$ cat src/hdl/ths_pkg.sv
`default_nettype none

package ths_pkg;

    localparam int TIME_W     = 32;
    localparam int CMD_W      = 2;
    localparam int TIDX_W     = 3;
    localparam int CFG_IDX_W  = 3;
    localparam int SLOTS      = 4;
    localparam int SLOT_W     = 2;
    localparam int TASK_COUNT = 4;

    localparam logic [CMD_W-1:0] CMD_REPORT    = 2'd0;
    localparam logic [CMD_W-1:0] CMD_CHECK     = 2'd1;
    localparam logic [CMD_W-1:0] CMD_READ_TIME = 2'd2;
    localparam logic [CMD_W-1:0] CMD_READ_MISS = 2'd3;

    localparam logic [TIME_W-1:0] DEADLINE_RESET [SLOTS] = '{
        32'd2500, 32'd1500, 32'd500, 32'd1500
    };

    typedef struct packed {
        logic load;
        logic rw;
        logic walk;
        logic finish;
    } ctrl_t;

    typedef struct packed {
        logic started;
        logic late;
        logic last;
    } stat_t;

endpackage

`default_nettype wire

$ cat src/hdl/ths_ctrl.sv
`default_nettype none

module ths_ctrl
(
    input  wire logic                      clk,
    input  wire logic                      rst_n,
    input  wire logic                      start,
    input  wire logic [ths_pkg::CMD_W-1:0] command,
    input  wire ths_pkg::stat_t            stat,
    output ths_pkg::ctrl_t                 ctrl,
    output logic                           busy
);

    localparam logic [1:0] ST_IDLE = 2'd0;
    localparam logic [1:0] ST_RW   = 2'd1;
    localparam logic [1:0] ST_WALK = 2'd2;

    logic [1:0] state_reg;
    logic [1:0] state_next;

    always_comb
    begin
        ctrl       = '0;
        state_next = state_reg;
        unique case (state_reg)
            ST_IDLE:
            begin
                if (start)
                begin
                    ctrl.load  = 1'b1;
                    state_next = (command == ths_pkg::CMD_CHECK) ? ST_WALK : ST_RW;
                end
            end
            ST_RW:
            begin
                ctrl.rw    = 1'b1;
                state_next = ST_IDLE;
            end
            ST_WALK:
            begin
                ctrl.walk = 1'b1;
                if (!stat.started || stat.late || stat.last)
                begin
                    ctrl.finish = 1'b1;
                    state_next  = ST_IDLE;
                end
            end
            default:
            begin
                state_next = ST_IDLE;
            end
        endcase
    end

    always_ff @(posedge clk or negedge rst_n)
    begin
        if (!rst_n)
        begin
            state_reg <= ST_IDLE;
        end
        else
        begin
            state_reg <= state_next;
        end
    end

    assign busy = (state_reg != ST_IDLE);

endmodule

`default_nettype wire

$ cat config.mk
export PLATFORM = sky130hd
export DESIGN_NAME = ths_ctrl
export DESIGN_NICKNAME = d
export VERILOG_FILES = /design/src/hdl/ths_pkg.sv /design/src/hdl/ths_ctrl.sv
export SDC_FILE = /design/constraint.sdc
export NUM_CORES = 1
export LEC_CHECK = 0
export BUFFER_PORTS_ARGS = -buffer_cell sky130_fd_sc_hd__buf_2
export CORE_AREA = 2 2 39 41
export DETAILED_ROUTE_END_ITERATION = 10
export DIE_AREA = 0 0 41 43
export HOLD_SLACK_MARGIN = 0.12
export PLACE_DENSITY = 0.33
export RECOVER_POWER = 25
export SKIP_CTS_REPAIR_TIMING = 1
export SLEW_MARGIN = 15
export SYNTH_ARGS = -nofsm -noshare
export SYNTH_HDL_FRONTEND = slang
export SYNTH_SLANG_ARGS = --single-unit
$ cat constraint.sdc
create_clock -name clk -period 1.1 [get_ports clk]
set_input_delay 0.165 -clock clk [delete_from_list [all_inputs] [get_ports clk]]
set_output_delay 0.165 -clock clk [all_outputs]
set_load 0.02 [all_outputs]
==> impl_metrics.prom, run 1 <==
# TYPE chip_impl_metric gauge
chip_impl_metric{name="grt_remaining_overflow",unit=""} 0
chip_impl_metric{name="globalRouteMet1Util",unit="%"} 5.81
chip_impl_info{name="critPathCaptureType",value="primary output"} 1
chip_impl_metric{name="detail_route.drc_violations",unit=""} 0
chip_impl_metric{name="grt_start_max_net_pins",unit=""} 7
chip_impl_metric{name="arrival",unit="ns"} 1.12
chip_impl_metric{name="synth.avg_cell_area",unit="sq um"} 10.4
chip_impl_metric{name="synthesis.area",unit="sq um"} 135
chip_impl_metric{name="floorplan.io_pins",unit=""} 13
chip_impl_metric{name="core.rowCount",unit=""} 14
chip_impl_metric{name="tritoncts.num_buffers",unit=""} 3
chip_impl_metric{name="synth_nets",unit=""} 21
chip_impl_metric{name="placed_cells_incl_taps",unit=""} 41
chip_impl_metric{name="final_net_count",unit=""} 40
chip_impl_metric{name="stdcell_area",unit="sq um"} 277
chip_impl_metric{name="final-setup-viol-count",unit=""} 5
chip_impl_metric{name="clock_sink_count",unit=""} 2
chip_impl_metric{name="drive_gt1_share",unit="%"} 60.0
chip_impl_metric{name="largest_register_ff_count",unit=""} 2
chip_impl_metric{name="dp_area",unit="sq um"} 215
chip_impl_info{name="clock_tree_root",value="clkbuf_4"} 1
chip_impl_metric{name="synthCells",unit=""} 13
chip_impl_metric{name="nFillCells",unit=""} 160
chip_impl_metric{name="post-route-period-util",unit="%"} 117
chip_impl_info{name="rr_endpoint",value="state_reg[0]"} 1
chip_impl_metric{name="totalPowerFinal",unit="uW"} 335
chip_impl_metric{name="timing.final.hold_violations",unit=""} 0
chip_impl_metric{name="routed-via-count",unit=""} 159
chip_impl_metric{name="htree_levels",unit=""} 1
chip_impl_metric{name="peak_clock_frequency_supported_by_timing",unit="GHz"} 0.776
chip_impl_metric{name="gr_met3_demand_resource",unit="%"} 3.14
chip_impl_metric{name="post-route-min-period",unit="ns"} 1.29
chip_impl_info{name="result_of_the_run",value="finished, violations left"} 1
chip_impl_metric{name="crit_fanout",unit=""} 5
chip_impl_metric{name="report.final.slew_viol_count",unit=""} 0
chip_impl_metric{name="drtIter0Drc",unit=""} 0
chip_impl_metric{name="area_growth",unit="%"} 105
chip_impl_metric{name="ir_drop",unit="mV"} 0.463
chip_impl_info{name="worst_path_max_delay_cell",value="dfrtp_1"} 1
chip_impl_metric{name="critical_path.max_stage_delay",unit="ns"} 0.40
chip_impl_metric{name="finalWirelength",unit="um"} 386
chip_impl_metric{name="drt_first_pass_iters",unit=""} 1
chip_impl_metric{name="regArea",unit="sq um"} 51.3
chip_impl_metric{name="core_area",unit="sq mm"} 0.00138
chip_impl_info{name="failing_checks",value="negative setup slack"} 1
chip_impl_metric{name="globalplace.congestion",unit=""} 0.554
chip_impl_metric{name="cp.required",unit="ns"} 0.94
chip_impl_metric{name="power.leakage",unit="uW"} 0.000140
chip_impl_info{name="setup.worst_path.start_class",value="flip-flop"} 1
chip_impl_metric{name="design.die.area",unit="sq mm"} 0.00176
chip_impl_metric{name="number_of_flip_flops_and_latches_in_the_synthesized_netlist",unit=""} 2
chip_impl_metric{name="dp_worst_setup_slack",unit="ns"} 0.0279
chip_impl_metric{name="global_route_wire_length_before_repair",unit="um"} 607
chip_impl_metric{name="number_of_distinct_standard_cells_referenced_by_the_synthesized_netlist",unit=""} 10
chip_impl_metric{name="multi_input_comb_area",unit="sq um"} 77.6
chip_impl_metric{name="clockBufferDepth",unit=""} 2
chip_impl_metric{name="ant_nets",unit=""} 0
chip_impl_info{name="worst_r2r_startpoint",value="state_reg[0]"} 1
chip_impl_info{name="hold_start",value="command[0]"} 1
chip_impl_metric{name="min_delay_path_depth",unit=""} 2
chip_impl_metric{name="vias_in_the_first_global_route",unit=""} 166
chip_impl_metric{name="antenna_cells",unit=""} 0
chip_impl_metric{name="grt.total_usage",unit="%"} 5.73
chip_impl_metric{name="postLayoutSetupSlackWorst",unit="ns"} -0.189
chip_impl_metric{name="use_met2",unit="%"} 6.56
chip_impl_info{name="grt_setup_unrepaired",value="true"} 1
chip_impl_metric{name="drv_cap",unit=""} 0
chip_impl_info{name="tritoncts",value="yes"} 1
chip_impl_metric{name="antenna_found_initial",unit=""} 0
chip_impl_metric{name="yosysSeqAreaShare",unit="%"} 37.0
chip_impl_metric{name="latest_clock_arrival_within_the_worst_skew_pair",unit="ns"} 0.22
chip_impl_metric{name="placement.io_buffers",unit=""} 12
chip_impl_info{name="hp-class",value="primary input to flip-flop"} 1
chip_impl_metric{name="drt-vias-per-instance",unit=""} 3.46
chip_impl_info{name="grt_busiest_layer",value="met4"} 1
chip_impl_info{name="setup.worst_path.class",value="flip-flop to primary output"} 1
chip_impl_metric{name="die_width",unit="um"} 41
chip_impl_metric{name="stdcell_count",unit=""} 46
chip_impl_info{name="hold-path-endpoint",value="state_reg[0]"} 1
chip_impl_metric{name="worst_pin_slew",unit="ns"} 0.150
chip_impl_metric{name="r2r_slack",unit="ns"} 0.22
chip_impl_metric{name="start_util",unit="%"} 9.76
chip_impl_info{name="worstPathCellList",value="and2b_2, o31a_1, buf_6"} 1
chip_impl_metric{name="detail_route.wl_per_cell",unit="um"} 8.39
chip_impl_metric{name="worst_setup_hold_path_clk_slew",unit="ns"} 0.03
chip_impl_metric{name="worst_hold_slack",unit="ns"} 0.139
chip_impl_metric{name="yosys_warnings",unit=""} 0
chip_impl_metric{name="ff2ff_path_depth",unit=""} 2
chip_impl_metric{name="pwr_density_cell",unit="mW/mm^2"} 1210
chip_impl_metric{name="slew-limit-headroom",unit="%"} 89.9
chip_impl_metric{name="height_of_the_die",unit="um"} 43
chip_impl_metric{name="clock_skew",unit="ns"} 0.00247
worst max-delay path, delay by kind of cell, from the launching register on:
| family | cells | cell delay, ns |
|---|---|---|
| AO/OA/AOI/OAI | 1 | 0.14 |
| buffers and inverters | 1 | 0.12 |
| flip-flops | 1 | 0.40 |
| AND/OR/NAND/NOR | 1 | 0.23 |
cells by family (layout without fill, tap and decap cells):
group | after synthesis | in the layout | synth area share, %
and+or+nand+nor | 6 | 6 | 41.7
DFF | 2 | 2 | 37.0
AOI/OAI and AO/OA | 3 | 3 | 15.7
buffers and inverters | 2 | 19 | 5.56
placed cells by master (no fill, tap or decap), drive strengths merged, types with 2 or more instances in the layout:
cell type and count:
nand4bb 2, clkbuf 4, buf 12, inv 2, dfrtp 2
synth_stat cells:
master     n  share of area, %
nand4bb_1  2                17
a21boi_1   1               5.6
a21oi_1    1               3.7
nor3b_2    1               9.3
inv_1      2               5.6
o31a_1     1               6.5
nor2b_1    1               4.6
and2b_2    1               6.5
or2_1      1               4.6
dfrtp_1    2                37
layout make-up:
type / instances / share of cell area [%]
inverter: 2 / 2.71
multi-input combinational: 9 / 28.1
timing repair buffer: 14 / 35.3
tap: 16 / 7.24
clock buffer: 3 / 8.14
sequential: 2 / 18.6
layer usage:
layer,part of all wire [%],vias up
met4,0,0
met2,45,9
met5,0,-
met3,12,0
li1,-,82
met1,43,68
power by group:
part | switching, uW | internal (uW) | total [uW] | leakage (uW)
sequential | 6.25 | 79.3 | 85.5 | 0.0000249
clock | 44.1 | 121 | 165 | 0.0000138
combinational | 38.0 | 47.2 | 85.3 | 0.000101
per-stage QoR:
step           setup TNS, ns  util [%]
2_1_floorplan              0         -
3_3_place_gp               0      15.6
3_5_place_dp               0      15.6
4_1_cts               -0.585      17.2
5_1_grt               -0.809      20.0
6_report              -0.512      20.0
worst max path at each step:
stage,start,end,slack [ns],depth (start not counted)
2_1_floorplan,state_reg[0],ctrl[0],0.001,2
6_report,state_reg[0],ctrl[0],-0.19,3
4_1_cts,state_reg[0],ctrl[0],-0.22,3
5_1_grt,state_reg[0],ctrl[0],-0.25,3
3_3_place_gp,state_reg[0],ctrl[0],0.05,3
3_5_place_dp,state_reg[0],ctrl[0],0.03,3
Power figures use the tool's default switching activity.
==> inputs of run 2 (changes only) <==
Settings changed: ABC_AREA set to 1, HOLD_SLACK_MARGIN 0.12 to 0.02, PLACE_DENSITY 0.33 to 0.34.
Clock period 1.1 ns to 1.6 ns, I/O delays scaled along.
==> run 2 against run 1 <==
  * The flow now finishes without violations
  * Global-route usage rose by 0.095 points
  * Power fell by 33%
  * Sequential share of layout area rose by 0.50 points
  * Final cell count rose by 17%
  * Critical endpoint is now ctrl[3]
  * Clock skew barely moved
  * Via count rose by 12%
  * Non-clock buffer count fell by 1
  * First-iteration DRC count rose by 1
  * Flip-flop and latch count did not move
==> impl_metrics.prom, run 2 <==
# TYPE chip_impl_metric gauge
chip_impl_metric{name="die_width",unit="um"} 41
chip_impl_info{name="most_used_cells_in_the_layout_excluding_fill_and_tap_cells",value="buf_2 (11), inv_1 (5), nor2_1 (4)"} 1
chip_impl_metric{name="clockBufferDepth",unit=""} 2
chip_impl_metric{name="worst_pin_slew",unit="ns"} 0.171
chip_impl_metric{name="synth-edff-count",unit=""} 0
chip_impl_metric{name="vias_in_the_first_global_route",unit=""} 168
chip_impl_metric{name="tritoncts.num_buffers",unit=""} 3
chip_impl_metric{name="post-route-min-period",unit="ns"} 1.26
chip_impl_metric{name="nFillCells",unit=""} 173
chip_impl_info{name="setup.worst_path.class",value="flip-flop to primary output"} 1
chip_impl_metric{name="globalplace.congestion",unit=""} 0.555
chip_impl_metric{name="floorplan.io_pins",unit=""} 13
chip_impl_metric{name="post-route-period-util",unit="%"} 79.0
chip_impl_metric{name="drive_gt1_share",unit="%"} 52.6
chip_impl_metric{name="report.final.slew_viol_count",unit=""} 0
chip_impl_metric{name="clock_skew",unit="ns"} 0.00248
chip_impl_info{name="postSynth.topFlopCell",value="dfrtp_1"} 1
chip_impl_info{name="result_of_the_run",value="complete, no violations"} 1
chip_impl_metric{name="ant_nets",unit=""} 0
chip_impl_metric{name="critical_path.max_stage_delay",unit="ns"} 0.41
chip_impl_metric{name="peak_clock_frequency_supported_by_timing",unit="GHz"} 0.791
chip_impl_info{name="clock_tree_root",value="clkbuf_4"} 1
chip_impl_metric{name="antenna_cells",unit=""} 0
chip_impl_metric{name="latest_clock_arrival_within_the_worst_skew_pair",unit="ns"} 0.23
chip_impl_metric{name="slew-limit-headroom",unit="%"} 88.6
chip_impl_metric{name="synthesis.area",unit="sq um"} 151
chip_impl_metric{name="final_net_count",unit=""} 48
chip_impl_metric{name="postSynth.asyncResetShare",unit="%"} 100
chip_impl_metric{name="pwr_density_cell",unit="mW/mm^2"} 858
chip_impl_metric{name="placement.io_buffers",unit=""} 12
chip_impl_info{name="tritoncts",value="yes"} 1
chip_impl_metric{name="worst_setup_hold_path_clk_slew",unit="ns"} 0.03
chip_impl_metric{name="arrival",unit="ns"} 1.02
chip_impl_metric{name="height_of_the_die",unit="um"} 43
chip_impl_metric{name="synthCells",unit=""} 22
chip_impl_metric{name="crit_fanout",unit=""} 3
chip_impl_info{name="critPathCaptureType",value="primary output"} 1
chip_impl_info{name="hp-class",value="primary input to flip-flop"} 1
chip_impl_info{name="worst_path_max_delay_cell",value="dfrtp_1"} 1
chip_impl_metric{name="cp.required",unit="ns"} 1.36
chip_impl_info{name="yosys.cell_count.top_type",value="inv_1"} 1
chip_impl_metric{name="power.leakage",unit="uW"} 0.000160
chip_impl_metric{name="drt-vias-per-instance",unit=""} 3.30
chip_impl_info{name="mostFrequentLayoutCell",value="buf_2"} 1
chip_impl_metric{name="clock_sink_count",unit=""} 2
chip_impl_metric{name="largest_register_ff_count",unit=""} 2
chip_impl_metric{name="number_of_distinct_standard_cells_referenced_by_the_synthesized_netlist",unit=""} 9
chip_impl_metric{name="start_util",unit="%"} 10.9
chip_impl_metric{name="final-setup-viol-count",unit=""} 0
chip_impl_metric{name="drtIter0Drc",unit=""} 1
chip_impl_metric{name="ir_drop",unit="mV"} 0.182
chip_impl_metric{name="drv_cap",unit=""} 0
chip_impl_metric{name="finalSetupTns",unit="ns"} 0
chip_impl_metric{name="grt_start_max_net_pins",unit=""} 4
chip_impl_metric{name="drt_first_pass_iters",unit=""} 2
chip_impl_metric{name="core_area",unit="sq mm"} 0.00138
chip_impl_metric{name="yosys_warnings",unit=""} 0
chip_impl_metric{name="core.rowCount",unit=""} 14
chip_impl_metric{name="grt_remaining_overflow",unit=""} 0
chip_impl_info{name="grt_setup_unrepaired",value="false"} 1
chip_impl_info{name="yosys.area.top_type",value="dfrtp_1"} 1
chip_impl_metric{name="number_of_flip_flops_and_latches_in_the_synthesized_netlist",unit=""} 2
chip_impl_metric{name="min_delay_path_depth",unit=""} 3
chip_impl_metric{name="antenna_found_initial",unit=""} 0
chip_impl_info{name="setup.worst_path.start_class",value="flip-flop"} 1
chip_impl_metric{name="htree_levels",unit=""} 1
chip_impl_info{name="synth.area.top_cells",value="dfrtp_1 (33%), nor2_4 (15%), inv_1 (12%)"} 1
chip_impl_metric{name="detail_route.drc_violations",unit=""} 0
chip_impl_metric{name="yosysSeqAreaShare",unit="%"} 33.1
chip_impl_metric{name="synth_nets",unit=""} 30
chip_impl_metric{name="routed-via-count",unit=""} 178
chip_impl_metric{name="global_route_wire_length_before_repair",unit="um"} 531
chip_impl_metric{name="synth.avg_cell_area",unit="sq um"} 6.88
chip_impl_info{name="synthTopCellsByCount",value="inv_1 (5), nor2_1 (4), nand2_1 (3)"} 1
chip_impl_metric{name="detail_route.wl_per_cell",unit="um"} 6.93
chip_impl_metric{name="dp_hpwl",unit="um"} 291
chip_impl_info{name="worstPathCellList",value="inv_2, nand2_2, nor2_1, buf_2"} 1
chip_impl_metric{name="ff2ff_path_depth",unit=""} 3
chip_impl_metric{name="grt.total_usage",unit="%"} 5.82
chip_impl_metric{name="timing.final.hold_violations",unit=""} 0
chip_impl_metric{name="worst_hold_slack",unit="ns"} 0.267
chip_impl_metric{name="synth_top_area_share",unit="%"} 33.1
chip_impl_metric{name="area_growth",unit="%"} 73.6
chip_impl_metric{name="design.die.area",unit="sq mm"} 0.00176
chip_impl_metric{name="finalWirelength",unit="um"} 374
run 2: kinds of logic (layout without fill, tap and decap cells):
kind of cell,Yosys count,after routing,share of synthesized area [%]
AND/OR/NAND/NOR,13,13,49.6
buffers and inverters,7,23,17.4
flip-flops,2,2,33.1
run 2: path summary, 6_finish.rpt:
check | endpoint | slack, ns | startpoint
worst min-delay path | state_reg[1] | 0.27 | start
max in group asynchronous | state_reg[1] | 1.14 | rst_n
min in group asynchronous | state_reg[0] | 0.33 | rst_n
worst max register to register | state_reg[0] | 0.83 | state_reg[0]
worst min register to register | state_reg[1] | 0.59 | state_reg[1]
worst max-delay path | ctrl[3] | 0.34 | state_reg[0]
run 2: per-layer routing:
metal / track usage, % / vias up / share of wire [%]
met5: 0 / - / 0
met1: 3.86 / 70 / 37
met2: 6.88 / 10 / 47
li1: - / 96 / -
met3: 3.14 / 2 / 10
met4: 12.0 / 0 / 5.1
run 2: cell type report:
| cell class | instances | area [sq um] | area share [%] |
|---|---|---|---|
| inverters | 7 | 26.3 | 10.0 |
| well taps | 16 | 20.0 | 7.62 |
| multi-input cells | 13 | 75.1 | 28.6 |
| clock buffers | 3 | 22.5 | 8.57 |
| repair buffers | 13 | 68.8 | 26.2 |
| flip-flops and latches | 2 | 50.0 | 19.0 |
run 2: where the power goes:
| group | internal [uW] | switching (uW) | total [uW] |
|---|---|---|---|
| Clock | 82.8 | 29.7 | 113 |
| Combinational | 22.1 | 32.6 | 54.6 |
| Sequential | 54.3 | 3.96 | 58.3 |
run 2: per-stage QoR:
| stage | instances | instance area [sq um] | power [uW] | worst slack, ns | utilization [%] |
|---|---|---|---|---|---|
| after floorplan | 22 | 151 | 91.7 | 0.463 | - |
| after global placement | 50 | 231 | 113 | 0.569 | 16.7 |
| after detailed placement | 50 | 231 | 113 | 0.563 | 16.7 |
| after CTS | 53 | 254 | 233 | 0.316 | 18.4 |
| after global routing | 54 | 263 | 237 | 0.281 | 19.0 |
| final | 54 | 263 | 225 | 0.336 | 19.0 |
run 2: worst max-delay path, delay by kind of cell, from the launching register on:
| kind | cells | cell delay [ns] |
|---|---|---|
| AND/OR/NAND/NOR | 2 | 0.15 |
| buffers and inverters | 2 | 0.24 |
| flip-flops | 1 | 0.41 |
