## config.mk

```make
export PLATFORM = sky130hd
export DESIGN_NAME = ths_dpath
export DESIGN_NICKNAME = d
export VERILOG_FILES = /design/src/hdl/ths_pkg.sv /design/src/hdl/ths_dpath.sv
export SDC_FILE = /design/constraint.sdc
export NUM_CORES = 1
export LEC_CHECK = 0
export BUFFER_PORTS_ARGS = -buffer_cell sky130_fd_sc_hd__buf_4
export CAP_MARGIN = 20
export CORE_MARGIN = 4
export CORE_UTILIZATION = 60
export CTS_CLUSTER_DIAMETER = 80
export DETAILED_ROUTE_END_ITERATION = 7
export GPL_TIMING_DRIVEN = 0
export MAX_ROUTING_LAYER = met4
export PLACE_DENSITY_LB_ADDON = 0.08
export SETUP_SLACK_MARGIN = 0.02
export SYNTH_ARGS = -nofsm -noshare
export SYNTH_HDL_FRONTEND = slang
export SYNTH_SLANG_ARGS = --single-unit
```

## constraint.sdc

```tcl
create_clock -name clk -period 10.2 [get_ports clk]
set_input_delay 1.02 -clock clk [delete_from_list [all_inputs] [get_ports clk]]
set_output_delay 1.02 -clock clk [all_outputs]
set_load 0.005 [all_outputs]
```

## src/hdl/ths_pkg.sv

```systemverilog
`default_nettype none

package ths_pkg;

    localparam int TIME_W     = 32;
    localparam int CMD_W      = 2;
    localparam int TIDX_W     = 3;
    localparam int CFG_IDX_W  = 3;
    localparam int SLOTS      = 4;
    localparam int SLOT_W     = 2;
    localparam int TASK_COUNT = 4;

    localparam logic [CMD_W-1:0] CMD_REPORT    = 2'd0;
    localparam logic [CMD_W-1:0] CMD_CHECK     = 2'd1;
    localparam logic [CMD_W-1:0] CMD_READ_TIME = 2'd2;
    localparam logic [CMD_W-1:0] CMD_READ_MISS = 2'd3;

    localparam logic [TIME_W-1:0] DEADLINE_RESET [SLOTS] = '{
        32'd2500, 32'd1500, 32'd500, 32'd1500
    };

    typedef struct packed {
        logic load;
        logic rw;
        logic walk;
        logic finish;
    } ctrl_t;

    typedef struct packed {
        logic started;
        logic late;
        logic last;
    } stat_t;

endpackage

`default_nettype wire

```

## src/hdl/ths_dpath.sv

```systemverilog
`default_nettype none

module ths_dpath
#(
    parameter int TASK_COUNT = ths_pkg::TASK_COUNT
)
(
    input  wire logic                          clk,
    input  wire logic                          rst_n,
    input  wire ths_pkg::ctrl_t                ctrl,
    output ths_pkg::stat_t                     stat,
    input  wire logic [ths_pkg::CMD_W-1:0]     command,
    input  wire logic [ths_pkg::TIDX_W-1:0]    task_index,
    input  wire logic [ths_pkg::TIME_W-1:0]    current_time,
    input  wire logic                          cfg_we,
    input  wire logic [ths_pkg::CFG_IDX_W-1:0] cfg_index,
    input  wire logic [ths_pkg::TIME_W-1:0]    cfg_data,
    output logic                               done,
    output logic                               healthy,
    output logic [ths_pkg::TIME_W-1:0]         read_value
);

    localparam int IW = (TASK_COUNT > 1) ? $clog2(TASK_COUNT) : 1;
    localparam logic [IW-1:0] LAST_CNT = IW'(TASK_COUNT - 1);
    localparam logic [ths_pkg::TIDX_W-1:0] TASK_LIMIT = ths_pkg::TIDX_W'(TASK_COUNT);

    logic [ths_pkg::TIME_W-1:0] deadline_reg  [ths_pkg::SLOTS];
    logic [ths_pkg::TIME_W-1:0] last_time_reg [TASK_COUNT];
    logic [ths_pkg::TIME_W-1:0] missed_reg    [TASK_COUNT];
    logic [TASK_COUNT-1:0]      started_reg;

    logic [ths_pkg::CMD_W-1:0]  cmd_reg;
    logic [ths_pkg::TIDX_W-1:0] idx_reg;
    logic [ths_pkg::TIME_W-1:0] now_reg;
    logic [IW-1:0]              cnt_reg;

    logic                       done_reg;
    logic                       healthy_reg;
    logic [ths_pkg::TIME_W-1:0] value_reg;

    logic                       idx_ok;
    logic [IW-1:0]              addr;
    logic [ths_pkg::TIME_W-1:0] sel_time;
    logic [ths_pkg::TIME_W-1:0] sel_missed;
    logic [ths_pkg::TIME_W-1:0] sel_deadline;
    logic [ths_pkg::TIME_W-1:0] elapsed;
    logic [ths_pkg::TIME_W-1:0] rd_data;

    assign idx_ok       = (idx_reg < TASK_LIMIT);
    assign addr         = ctrl.walk ? cnt_reg : idx_reg[IW-1:0];
    assign sel_time     = last_time_reg[addr];
    assign sel_missed   = missed_reg[addr];
    assign sel_deadline = deadline_reg[ths_pkg::SLOT_W'(addr)];
    assign elapsed      = now_reg - sel_time;

    assign stat.started = started_reg[addr];
    assign stat.late    = (elapsed > sel_deadline);
    assign stat.last    = (cnt_reg == LAST_CNT);

    always_comb
    begin
        rd_data = '0;
        unique case (cmd_reg)
            ths_pkg::CMD_READ_TIME: rd_data = idx_ok ? sel_time : '0;
            ths_pkg::CMD_READ_MISS: rd_data = idx_ok ? sel_missed : '0;
            ths_pkg::CMD_REPORT,
            ths_pkg::CMD_CHECK:     rd_data = '0;
            default:                rd_data = '0;
        endcase
    end

    always_ff @(posedge clk)
    begin
        if (ctrl.load)
        begin
            cmd_reg <= command;
            idx_reg <= task_index;
            now_reg <= current_time;
        end
    end

    always_ff @(posedge clk or negedge rst_n)
    begin
        if (!rst_n)
        begin
            for (int i = 0; i < ths_pkg::SLOTS; i++)
            begin
                deadline_reg[i] <= ths_pkg::DEADLINE_RESET[i];
            end
        end
        else if (cfg_we && (cfg_index < ths_pkg::CFG_IDX_W'(ths_pkg::SLOTS)))
        begin
            deadline_reg[cfg_index[ths_pkg::SLOT_W-1:0]] <= cfg_data;
        end
    end

    always_ff @(posedge clk or negedge rst_n)
    begin
        if (!rst_n)
        begin
            for (int i = 0; i < TASK_COUNT; i++)
            begin
                last_time_reg[i] <= '0;
                missed_reg[i]    <= '0;
            end
            started_reg <= '0;
            cnt_reg     <= '0;
            done_reg    <= 1'b0;
            healthy_reg <= 1'b0;
            value_reg   <= '0;
        end
        else
        begin
            done_reg <= 1'b0;
            if (ctrl.load)
            begin
                cnt_reg <= '0;
            end
            if (ctrl.rw)
            begin
                if ((cmd_reg == ths_pkg::CMD_REPORT) && idx_ok)
                begin
                    last_time_reg[addr] <= now_reg;
                    started_reg[addr]   <= 1'b1;
                end
                done_reg    <= 1'b1;
                healthy_reg <= 1'b0;
                value_reg   <= rd_data;
            end
            if (ctrl.walk)
            begin
                if (stat.started && stat.late)
                begin
                    missed_reg[addr] <= sel_missed + 1'b1;
                end
                if (ctrl.finish)
                begin
                    done_reg    <= 1'b1;
                    healthy_reg <= stat.started && !stat.late;
                    value_reg   <= '0;
                end
                else
                begin
                    cnt_reg <= cnt_reg + 1'b1;
                end
            end
        end
    end

    assign done       = done_reg;
    assign healthy    = healthy_reg;
    assign read_value = value_reg;

endmodule

`default_nettype wire

```

==> results.toml, run 1 <==
[floorplan]
die_x_um = 201
start_util_pct = 61.0
dieHeight_um = 201
placeableCoreArea_um2 = 36700
fp-row-count = 70
dieArea_um2 = 40400
ios = 116

[run_status]
outcome = "complete, no violations"

[cts]
h-tree-depth = 2
cts_tree = "built"
cts_buffer_depth = 3
cts.reportedPaths.clkPinSlew_ns = 0.06
cts_setup_buffers = 0
cts_buffers = 48
cts-root-buf = "clkbuf_16"
clk_latency_ns = 0.60
numClockSinks = 461
cts_hold_buffers = 0

[yosys]
muxShareOfSynthArea_pct = 23.3
synth_xor_area_share_pct = 2.38
synth-adder-area-share_pct = 3.72
synthSimpleGateAreaFrac_pct = 6.96
syn_avg_cell_area_um2 = 12.8
synth_area_um2 = 22400
yosysWarnings = 0
syn_inst = 1748
synthArstFlopShare_pct = 92.0
synth_top_area_share_pct = 44.6
synth_edf_count = 37
synth_nets = 1893
yosys.area.top_type = "dfrtp_1"
ys_ff_latch = 461
synth_top_family_by_area = "multiplexers"
synthTopCellsByArea = "dfrtp_1 45%, mux2_2 13%, mux4_2 9.4%"
synthFlopType = "dfrtp_1"
synth_cell_type_count = 72
synth_compound_area_share_pct = 8.14
ys_seq_area_share_pct = 52.5

[layout]
multi_input_area_um2 = 9960
layout.nets = 2062
drive_above_1_share_pct = 31.5
n_fill_cell = 2625
final_util_pct = 69.5
area_growth_pct = 14.1
diodes = 0
final_cell_mix = "399 x dfrtp_1, 262 x mux2_2, 163 x nand2_1"
seq_area_um2 = 11800
final_common_cell = "dfrtp_1"

[worst_setup_path]
timing.rr.start = "idx_reg[0]"
worstPathArrival_ns = 8.74
r2r_setup_slack_ns = 1.14
start_kind = "input port"
worst-path-max-fanout = 10
worstPathRequired_ns = 9.18
reg2reg_depth = 26
crit_type = "input port to output pin"
timing.rr.end = "missed_reg[38]"
end_kind = "output pin"

[global_route]
grt_antenna_before_repair = 0
grt_first_pass_wirelength_um = 85500
gr-total-overflow = 0
grt_pass1_vias = 15395
grt_max_degree = 131
grt_use_total_pct = 27.5

[sta]
relSlewSlack_pct = 35.5
min_period_over_period_pct = 95.7
fin_skew_ns = 0.0356
min_period_ns = 9.76
tightest_slew_ns = 0.967
rsz0062_at_grt = "false"
hold_viol = 0
setup_viol = 0
max_freq_ghz = 0.102
report.final.slew_viol_count = 0

[placed_design]
portBuffers = 115
hpwl_um = 38100
gp_congestion = 0.903

[route]
dr_total_vias = 14737
drt-total-wl_um = 53600
drtPass1Iterations = 5
via_per_inst = 6.08
wl_per_cell_um = 22.1
drc = 0
drt-initial-drc-count = 1003
postRouteAntennaNets = 0

[run]
cap_violations = 0

[hold_path]
min_path_type = "input port to asynchronous set/reset pin"

[power_and_ir_drop]
powerDensity_nw_per_um2 = 226
p_switching_uw = 1780
intPower_uw = 3980
p_clk_share_pct = 30.3
total_power_uw = 5760
p_leak_uw = 0.0111
pwr-share-seq_pct = 40.4
power_frac_comb_pct = 29.3
p_sw_share_pct = 30.9
vdd_ir_drop_max_mv = 0.185
## power groups by stage
stage,sequential (uW),combinational [uW],clock (uW)
floorplan,2300,1200,0
detailed placement,2360,1670,0
global placement,2330,1610,0
finish,2330,1690,1740
global route,2360,1870,1860
CTS,2330,1690,1770
## how the worst max path moves through the flow
stage	start	to	slack (ns)	depth (start not counted)
2_1_floorplan	ctrl[1]	stat[1]	2.66	25
3_3_place_gp	ctrl[1]	missed_reg[36]	0.12	29
3_5_place_dp	ctrl[1]	missed_reg[38]	-0.11	29
4_1_cts	ctrl[1]	stat[1]	0.14	26
5_1_grt	ctrl[1]	stat[1]	0.05	27
6_report	ctrl[1]	stat[1]	0.44	27
## worst max-delay path, stage by stage
cell       delay (ns)
buf_4            0.11
buf_2            0.21
mux2i_4          0.45
buf_4            0.31
buf_4            0.24
buf_2            0.31
clkbuf_2         0.37
mux4_2           0.32
ha_1             0.19
inv_1            0.06
fa_1             0.40
a21o_1           0.19
a221oi_1         0.50
o21ai_0          0.45
a2111oi_0        0.76
o21a_1           0.28
o31ai_1          0.10
a31oi_1          0.24
xnor2_1          0.13
ha_1             0.33
nand4_1          0.20
nor4_2           0.49
nand3_1          0.15
and2_1           0.19
a22o_1           0.26
clkbuf_1         0.26
buf_4            0.20
## layer usage
metal | vias up | GRT usage (%) | wire length, um
li1 | 6706 | - | -
met1 | 7592 | 37.3 | 23100
met2 | 371 | 43.7 | 26300
met3 | 68 | 4.22 | 2810
met4 | 0 | 8.70 | 1390
met5 | - | - | 0
## cell type report
cell class	instances	area share [%]
tap	468	2.29
clock buffer	71	5.68
inverter	79	1.16
clock inverter	19	0.559
multi-input combinational	1117	39.0
buffer	91	1.50
sequential	461	46.0
timing repair buffer	119	3.76
## Yosys cell counts (all sizes together), types with 8 or more instances
cell and instances:
and2 16, dfstp 25, o21ai 142, clkbuf 73, nand2b 9, nor3 11, a22oi 34, nand3 21
nand2 163, nor2b 8, buf 18, xnor2 34, ha 65, nand4 12, a21oi 34, nor2 60
mux4 97, edfxtp 37, dfrtp 399, a211oi 38, a21o 8, inv 79, xor2 26, mux2 262
## metrics by stage
stage / area [um2] / worst slack, ns / hold WS, ns / std cells / setup TNS (ns)
detailed placement: 23900 / -0.106 / 0.450 / 2335 / -1.12
CTS: 25500 / 0.140 / 0.463 / 2425 / 0
floorplan: 22400 / 2.66 / 0.428 / 1748 / 0
global route: 25500 / 0.0496 / 0.491 / 2425 / 0
global placement: 23800 / 0.118 / 0.444 / 2331 / 0
finish: 25500 / 0.438 / 0.436 / 2425 / 0
## logic make-up (layout without fill, tap and decap cells)
| logic type | after synthesis | after routing |
|---|---|---|
| AOI/OAI and AO/OA | 298 | 298 |
| and+or+nand+nor | 331 | 331 |
| adders and majority gates | 66 | 66 |
| DFF | 461 | 461 |
| muxes | 362 | 362 |
| buffers and inverters | 170 | 379 |
| xor gates and xnor gates | 60 | 60 |
## timing repair
action | CTS | global route
gates cloned | 0 | 0
endpoints found under the setup margin | 1 | 1
resized for setup | 1 | 3
No activity file was read; power rests on OpenSTA's default activity.
==> run 2, diff against run 1 <==
--- a/config.mk
+++ b/config.mk
@@ -14,6 +14,7 @@
 export GPL_TIMING_DRIVEN = 0
 export MAX_ROUTING_LAYER = met4
 export PLACE_DENSITY_LB_ADDON = 0.08
+export REMOVE_ABC_BUFFERS = 1
 export SETUP_SLACK_MARGIN = 0.02
 export SYNTH_ARGS = -nofsm -noshare
 export SYNTH_HDL_FRONTEND = slang
==> run 2 against run 1 <==
Compared with the run above: non-clock buffer count shrank 62; cell count shrank 2.7%; worst hold slack gained 0.032 ns; critical path type unchanged; largest power group unchanged; highest routed layer unchanged.
==> results.toml, run 2 (synthesized netlist as in run 1, its figures left out) <==
[placed_design]
dp_cells = 2273
hpwl_um = 34400
post-place-ws_ns = 1.18
portBuffers = 115
gp_congestion = 0.839

[sta]
relSlewSlack_pct = 39.0
setup_viol = 0
hold_viol = 0
tightest_slew_ns = 0.902
min_period_ns = 8.97
report.final.slew_viol_count = 0
fin_skew_ns = 0.0162
rsz0062_at_grt = "false"
setup_tns_ns = 0
holdWs_ns = 0.468
max_freq_ghz = 0.111
setup_slack_ns = 1.23
min_period_over_period_pct = 88.0

[global_route]
grt_first_pass_wirelength_um = 81000
grt_pass1_vias = 15094
grt_max_degree = 122
gr-total-overflow = 0
grt_use_total_pct = 25.5
grt_antenna_before_repair = 0

[power_and_ir_drop]
p_leak_uw = 0.0112
vdd_ir_drop_max_mv = 0.171
powerDensity_nw_per_um2 = 223

[worst_setup_path]
start_kind = "input port"
crit_type = "input port to output pin"
reg2reg_depth = 23
end_kind = "output pin"
r2r_setup_slack_ns = 2.18
worst-path-max-fanout = 16
timing.rr.start = "cnt_reg[0]"
timing.rr.end = "missed_reg[66]"
worstPathArrival_ns = 7.95
worstPathRequired_ns = 9.18

[cts]
clk_latency_ns = 0.57
cts-root-buf = "clkbuf_16"
cts_tree = "built"
cts.reportedPaths.clkPinSlew_ns = 0.06
numClockSinks = 461
h-tree-depth = 2
cts-resized-gates = 0
cts_buffer_depth = 3
cts_hold_buffers = 0
cts_setup_buffers = 0
cts_buffers = 48

[route]
drt-total-wl_um = 48900
drtPass1Iterations = 5
dr_total_vias = 14114
via_per_inst = 5.98
wl_per_cell_um = 20.7
drt-initial-drc-count = 904
postRouteAntennaNets = 0
drc = 0

[run]
cap_violations = 0

[floorplan]
placeableCoreArea_um2 = 36700
ios = 116
dieHeight_um = 201
die_x_um = 201
start_util_pct = 61.0
dieArea_um2 = 40400
fp-row-count = 70

[run_status]
outcome = "complete, no violations"

[layout]
fin_cells = 2360
diodes = 0
drive_above_1_share_pct = 33.4
area_growth_pct = 15.3
layout.nets = 2000
final_cell_mix = "399 x dfrtp_1, 262 x mux2_2, 156 x nand2_1"
final_util_pct = 70.3
final_common_cell = "dfrtp_1"

[hold_path]
min_path_type = "flop to flop"
hold_end = "started_reg[2]"
hold_path_startpoint = "started_reg[2]"
min_path_cells = 1
==> run 2: metrics by stage <==
step	total power [uW]	instance area, um2
2_1_floorplan	3480	22000
3_3_place_gp	3900	23400
3_5_place_dp	4020	24200
4_1_cts	5790	25800
5_1_grt	6090	25800
6_report	5750	25800
==> run 2: critical path: stages <==
cell and delay, ns:
buf_4 0.19, mux2i_4 0.63, buf_12 0.28, buf_16 0.19
mux4_2 0.56, inv_1 0.08, ha_1 0.27, a21o_1 0.22
a221oi_1 0.49, o21ai_0 0.36, a2111oi_0 0.79, o21a_1 0.29
o31ai_1 0.09, a31oi_1 0.22, xnor2_1 0.13, ha_1 0.33
nand4_1 0.20, nor4_1 0.64, nand3_1 0.18, and2_1 0.19
a22o_1 0.36, buf_4 0.23
==> run 2: power breakdown <==
| group | leakage, uW | switching [uW] | internal (uW) |
|---|---|---|---|
| combinational | 0.00464 | 855 | 821 |
| clock | 0.000782 | 707 | 1040 |
| sequential | 0.00580 | 157 | 2170 |
| total | 0.0112 | 1720 | 4030 |
==> run 2: routing by layer <==
metal	GRT usage, %	up-vias	part of all wire, %
li1	-	6575	-
met1	35.5	7186	45
met2	40.1	274	48
met3	3.67	79	4.1
met4	7.30	0	2.5
met5	-	-	0
==> run 2: worst max-delay path by stage <==
stage | slack [ns] | startpoint | to
after global placement | -3.43 | ctrl[1] | missed_reg[33]
after detailed placement | 1.18 | ctrl[1] | stat[1]
after floorplan | 0.35 | ctrl[1] | missed_reg[1]
final | 1.23 | ctrl[1] | stat[1]
after global routing | 0.74 | ctrl[1] | stat[1]
after CTS | 1.16 | ctrl[1] | stat[1]
==> run 2: layout make-up <==
class / count / area (um2)
sequential: 461 / 11800
fill: 2591 / 10900
multi-input combinational: 1117 / 10000
timing repair buffer: 148 / 1580
clock buffer: 68 / 1380
tap: 468 / 586
inverter: 79 / 297
clock inverter: 19 / 195
==> run 3, diff against run 2 <==
--- a/config.mk
+++ b/config.mk
@@ -7,8 +7,10 @@
 export LEC_CHECK = 0
 export BUFFER_PORTS_ARGS = -buffer_cell sky130_fd_sc_hd__buf_4
 export CAP_MARGIN = 20
+export CELL_PAD_IN_SITES_DETAIL_PLACEMENT = 1
+export CELL_PAD_IN_SITES_GLOBAL_PLACEMENT = 1
 export CORE_MARGIN = 4
-export CORE_UTILIZATION = 60
+export CORE_UTILIZATION = 55
 export CTS_CLUSTER_DIAMETER = 80
 export DETAILED_ROUTE_END_ITERATION = 7
 export GPL_TIMING_DRIVEN = 0
==> run 3 against run 2 <==
Compared with the run above: global-route usage grew 2.0 points; via count grew 3.9%; utilization shrank 5.4 points; setup slack lost 0.24 ns; clock skew grew 0.011 ns; first-iteration DRC count shrank 2.1%; non-clock buffer count grew 2; power grew 2.1%; count of clock-buffer cells in the layout grew 11; largest power group unchanged.
==> results.toml, run 3 (synthesized netlist as in run 1, its figures left out) <==
[cts]
cts-root-buf = "clkbuf_16"
cts-resized-gates = 0
h-tree-depth = 2
numClockSinks = 461
cts_buffers = 49
cts_buffer_depth = 3
cts_tree = "built"
clk_latency_ns = 0.59
cts_setup_buffers = 0
cts_hold_buffers = 0
cts.reportedPaths.clkPinSlew_ns = 0.06

[run]
cap_violations = 0

[sta]
tightest_slew_ns = 1.00
fin_skew_ns = 0.0271
hold_viol = 0
setup_viol = 0
min_period_ns = 9.22
max_freq_ghz = 0.109
relSlewSlack_pct = 31.6
rsz0062_at_grt = "false"
min_period_over_period_pct = 90.3
report.final.slew_viol_count = 0

[floorplan]
start_util_pct = 55.9
dieHeight_um = 210
placeableCoreArea_um2 = 40000
ios = 116
die_x_um = 210
dieArea_um2 = 44000
fp-row-count = 73

[layout]
fin_area_um2 = 25900
fin_cells = 2422
area_growth_pct = 16.0
drive_above_1_share_pct = 33.7
final_common_cell = "dfrtp_1"
n_fill_cell = 3831
diodes = 0
final_cell_mix = "399 x dfrtp_1, 262 x mux2_2, 156 x nand2_1"
layout.nets = 2003
multi_input_area_um2 = 10000
seq_area_um2 = 11800

[worst_setup_path]
worstPathArrival_ns = 8.20
worstPathRequired_ns = 9.18
end_kind = "output pin"
timing.rr.start = "idx_reg[1]"
crit_type = "input port to output pin"
r2r_setup_slack_ns = 1.84
startpoint = "ctrl[1]"
start_kind = "input port"
worst-path-max-fanout = 21

[global_route]
grt_max_degree = 129
grt_antenna_before_repair = 0
gr-total-overflow = 0
grt_use_total_pct = 27.5
grt_pass1_vias = 16633
grt_first_pass_wirelength_um = 93900

[power_and_ir_drop]
p_leak_uw = 0.0113
vdd_ir_drop_max_mv = 0.146
p_clk_share_pct = 30.6
total_power_uw = 5870
p_switching_uw = 1810
powerDensity_nw_per_um2 = 226
power_frac_comb_pct = 29.4
pwr-share-seq_pct = 39.9
p_sw_share_pct = 30.9
intPower_uw = 4060

[run_status]
outcome = "complete, no violations"

[route]
drc = 0
drt-initial-drc-count = 885
dr_total_vias = 14658
drt-total-wl_um = 57700
via_per_inst = 6.05
drtPass1Iterations = 5
wl_per_cell_um = 23.8
postRouteAntennaNets = 0

[placed_design]
placedInstanceArea_um2 = 24300
hpwl_um = 39600
portBuffers = 115
dp_cells = 2331
gp_congestion = 0.819

[hold_path]
min_path_type = "input port to asynchronous set/reset pin"
run 3: changes by cell type in the layout (fill, tap and decap cells not counted), moves of 3 or more:
cell,previous run,this run
clkbuf_8,6,17
bufinv_16,4,1
clkinv_1,3,0
clkinv_2,11,8
run 3: final timing paths:
kind	cells after the start	endpoint
max in group asynchronous	3	deadline_reg[28]
min in group clk	2	missed_reg[37]
worst min register to register	2	missed_reg[37]
worst max-delay path	22	stat[1]
worst max register to register	23	missed_reg[20]
worst min-delay path	1	missed_reg[64]
run 3: critical path, cell delays in order:
cell and delay [ns]:
buf_4 0.19, mux2i_4 0.86, buf_12 0.28, mux4_2 0.32, ha_1 0.20, inv_1 0.06, fa_1 0.40, a21o_1 0.19
a221oi_1 0.45, o21ai_0 0.37, a2111oi_0 0.90, o21a_1 0.28, o31ai_1 0.09, a31oi_1 0.21, xnor2_1 0.11, ha_1 0.32
nand4_1 0.17, nor4_1 0.77, nand3_1 0.18, and2_1 0.20, a22o_1 0.36, buf_4 0.23
run 3: area by class of cell:
| class | count | area share, % |
|---|---|---|
| sequential | 461 | 45.3 |
| multi-input combinational | 1117 | 38.6 |
| timing repair buffer | 150 | 6.15 |
| clock buffer | 79 | 5.98 |
| tap | 525 | 2.53 |
| inverter | 79 | 1.14 |
| clock inverter | 11 | 0.338 |
run 3: metrics by stage:
stage / util [%] / hold slack (ns) / worst slack, ns / setup TNS [ns]
after global placement: 58.8 / 0.445 / -3.77 / -465.84
after detailed placement: 60.8 / 0.467 / 1.07 / 0
after floorplan: - / 0.428 / 0.345 / 0
final: 64.9 / 0.432 / 0.985 / 0
after CTS: 64.8 / 0.448 / 1.04 / 0
after global routing: 64.9 / 0.488 / 0.681 / 0
run 3: power groups by stage:
| stage | Sequential (uW) | Clock (uW) | Combinational (uW) |
|---|---|---|---|
| finish | 2350 | 1800 | 1730 |
| global route | 2380 | 1910 | 1910 |
| CTS | 2350 | 1830 | 1740 |
| detailed placement | 2370 | 0 | 1710 |
| global placement | 2330 | 0 | 1590 |
| floorplan | 2300 | 0 | 1190 |
run 3: layer usage:
| metal | share of wire, % | vias up | track usage, % |
|---|---|---|---|
| met3 | 4.2 | 92 | 4.22 |
| li1 | - | 6576 | - |
| met2 | 51 | 299 | 46.8 |
| met4 | 2.6 | 0 | 7.92 |
| met1 | 42 | 7691 | 34.7 |
| met5 | 0 | - | - |
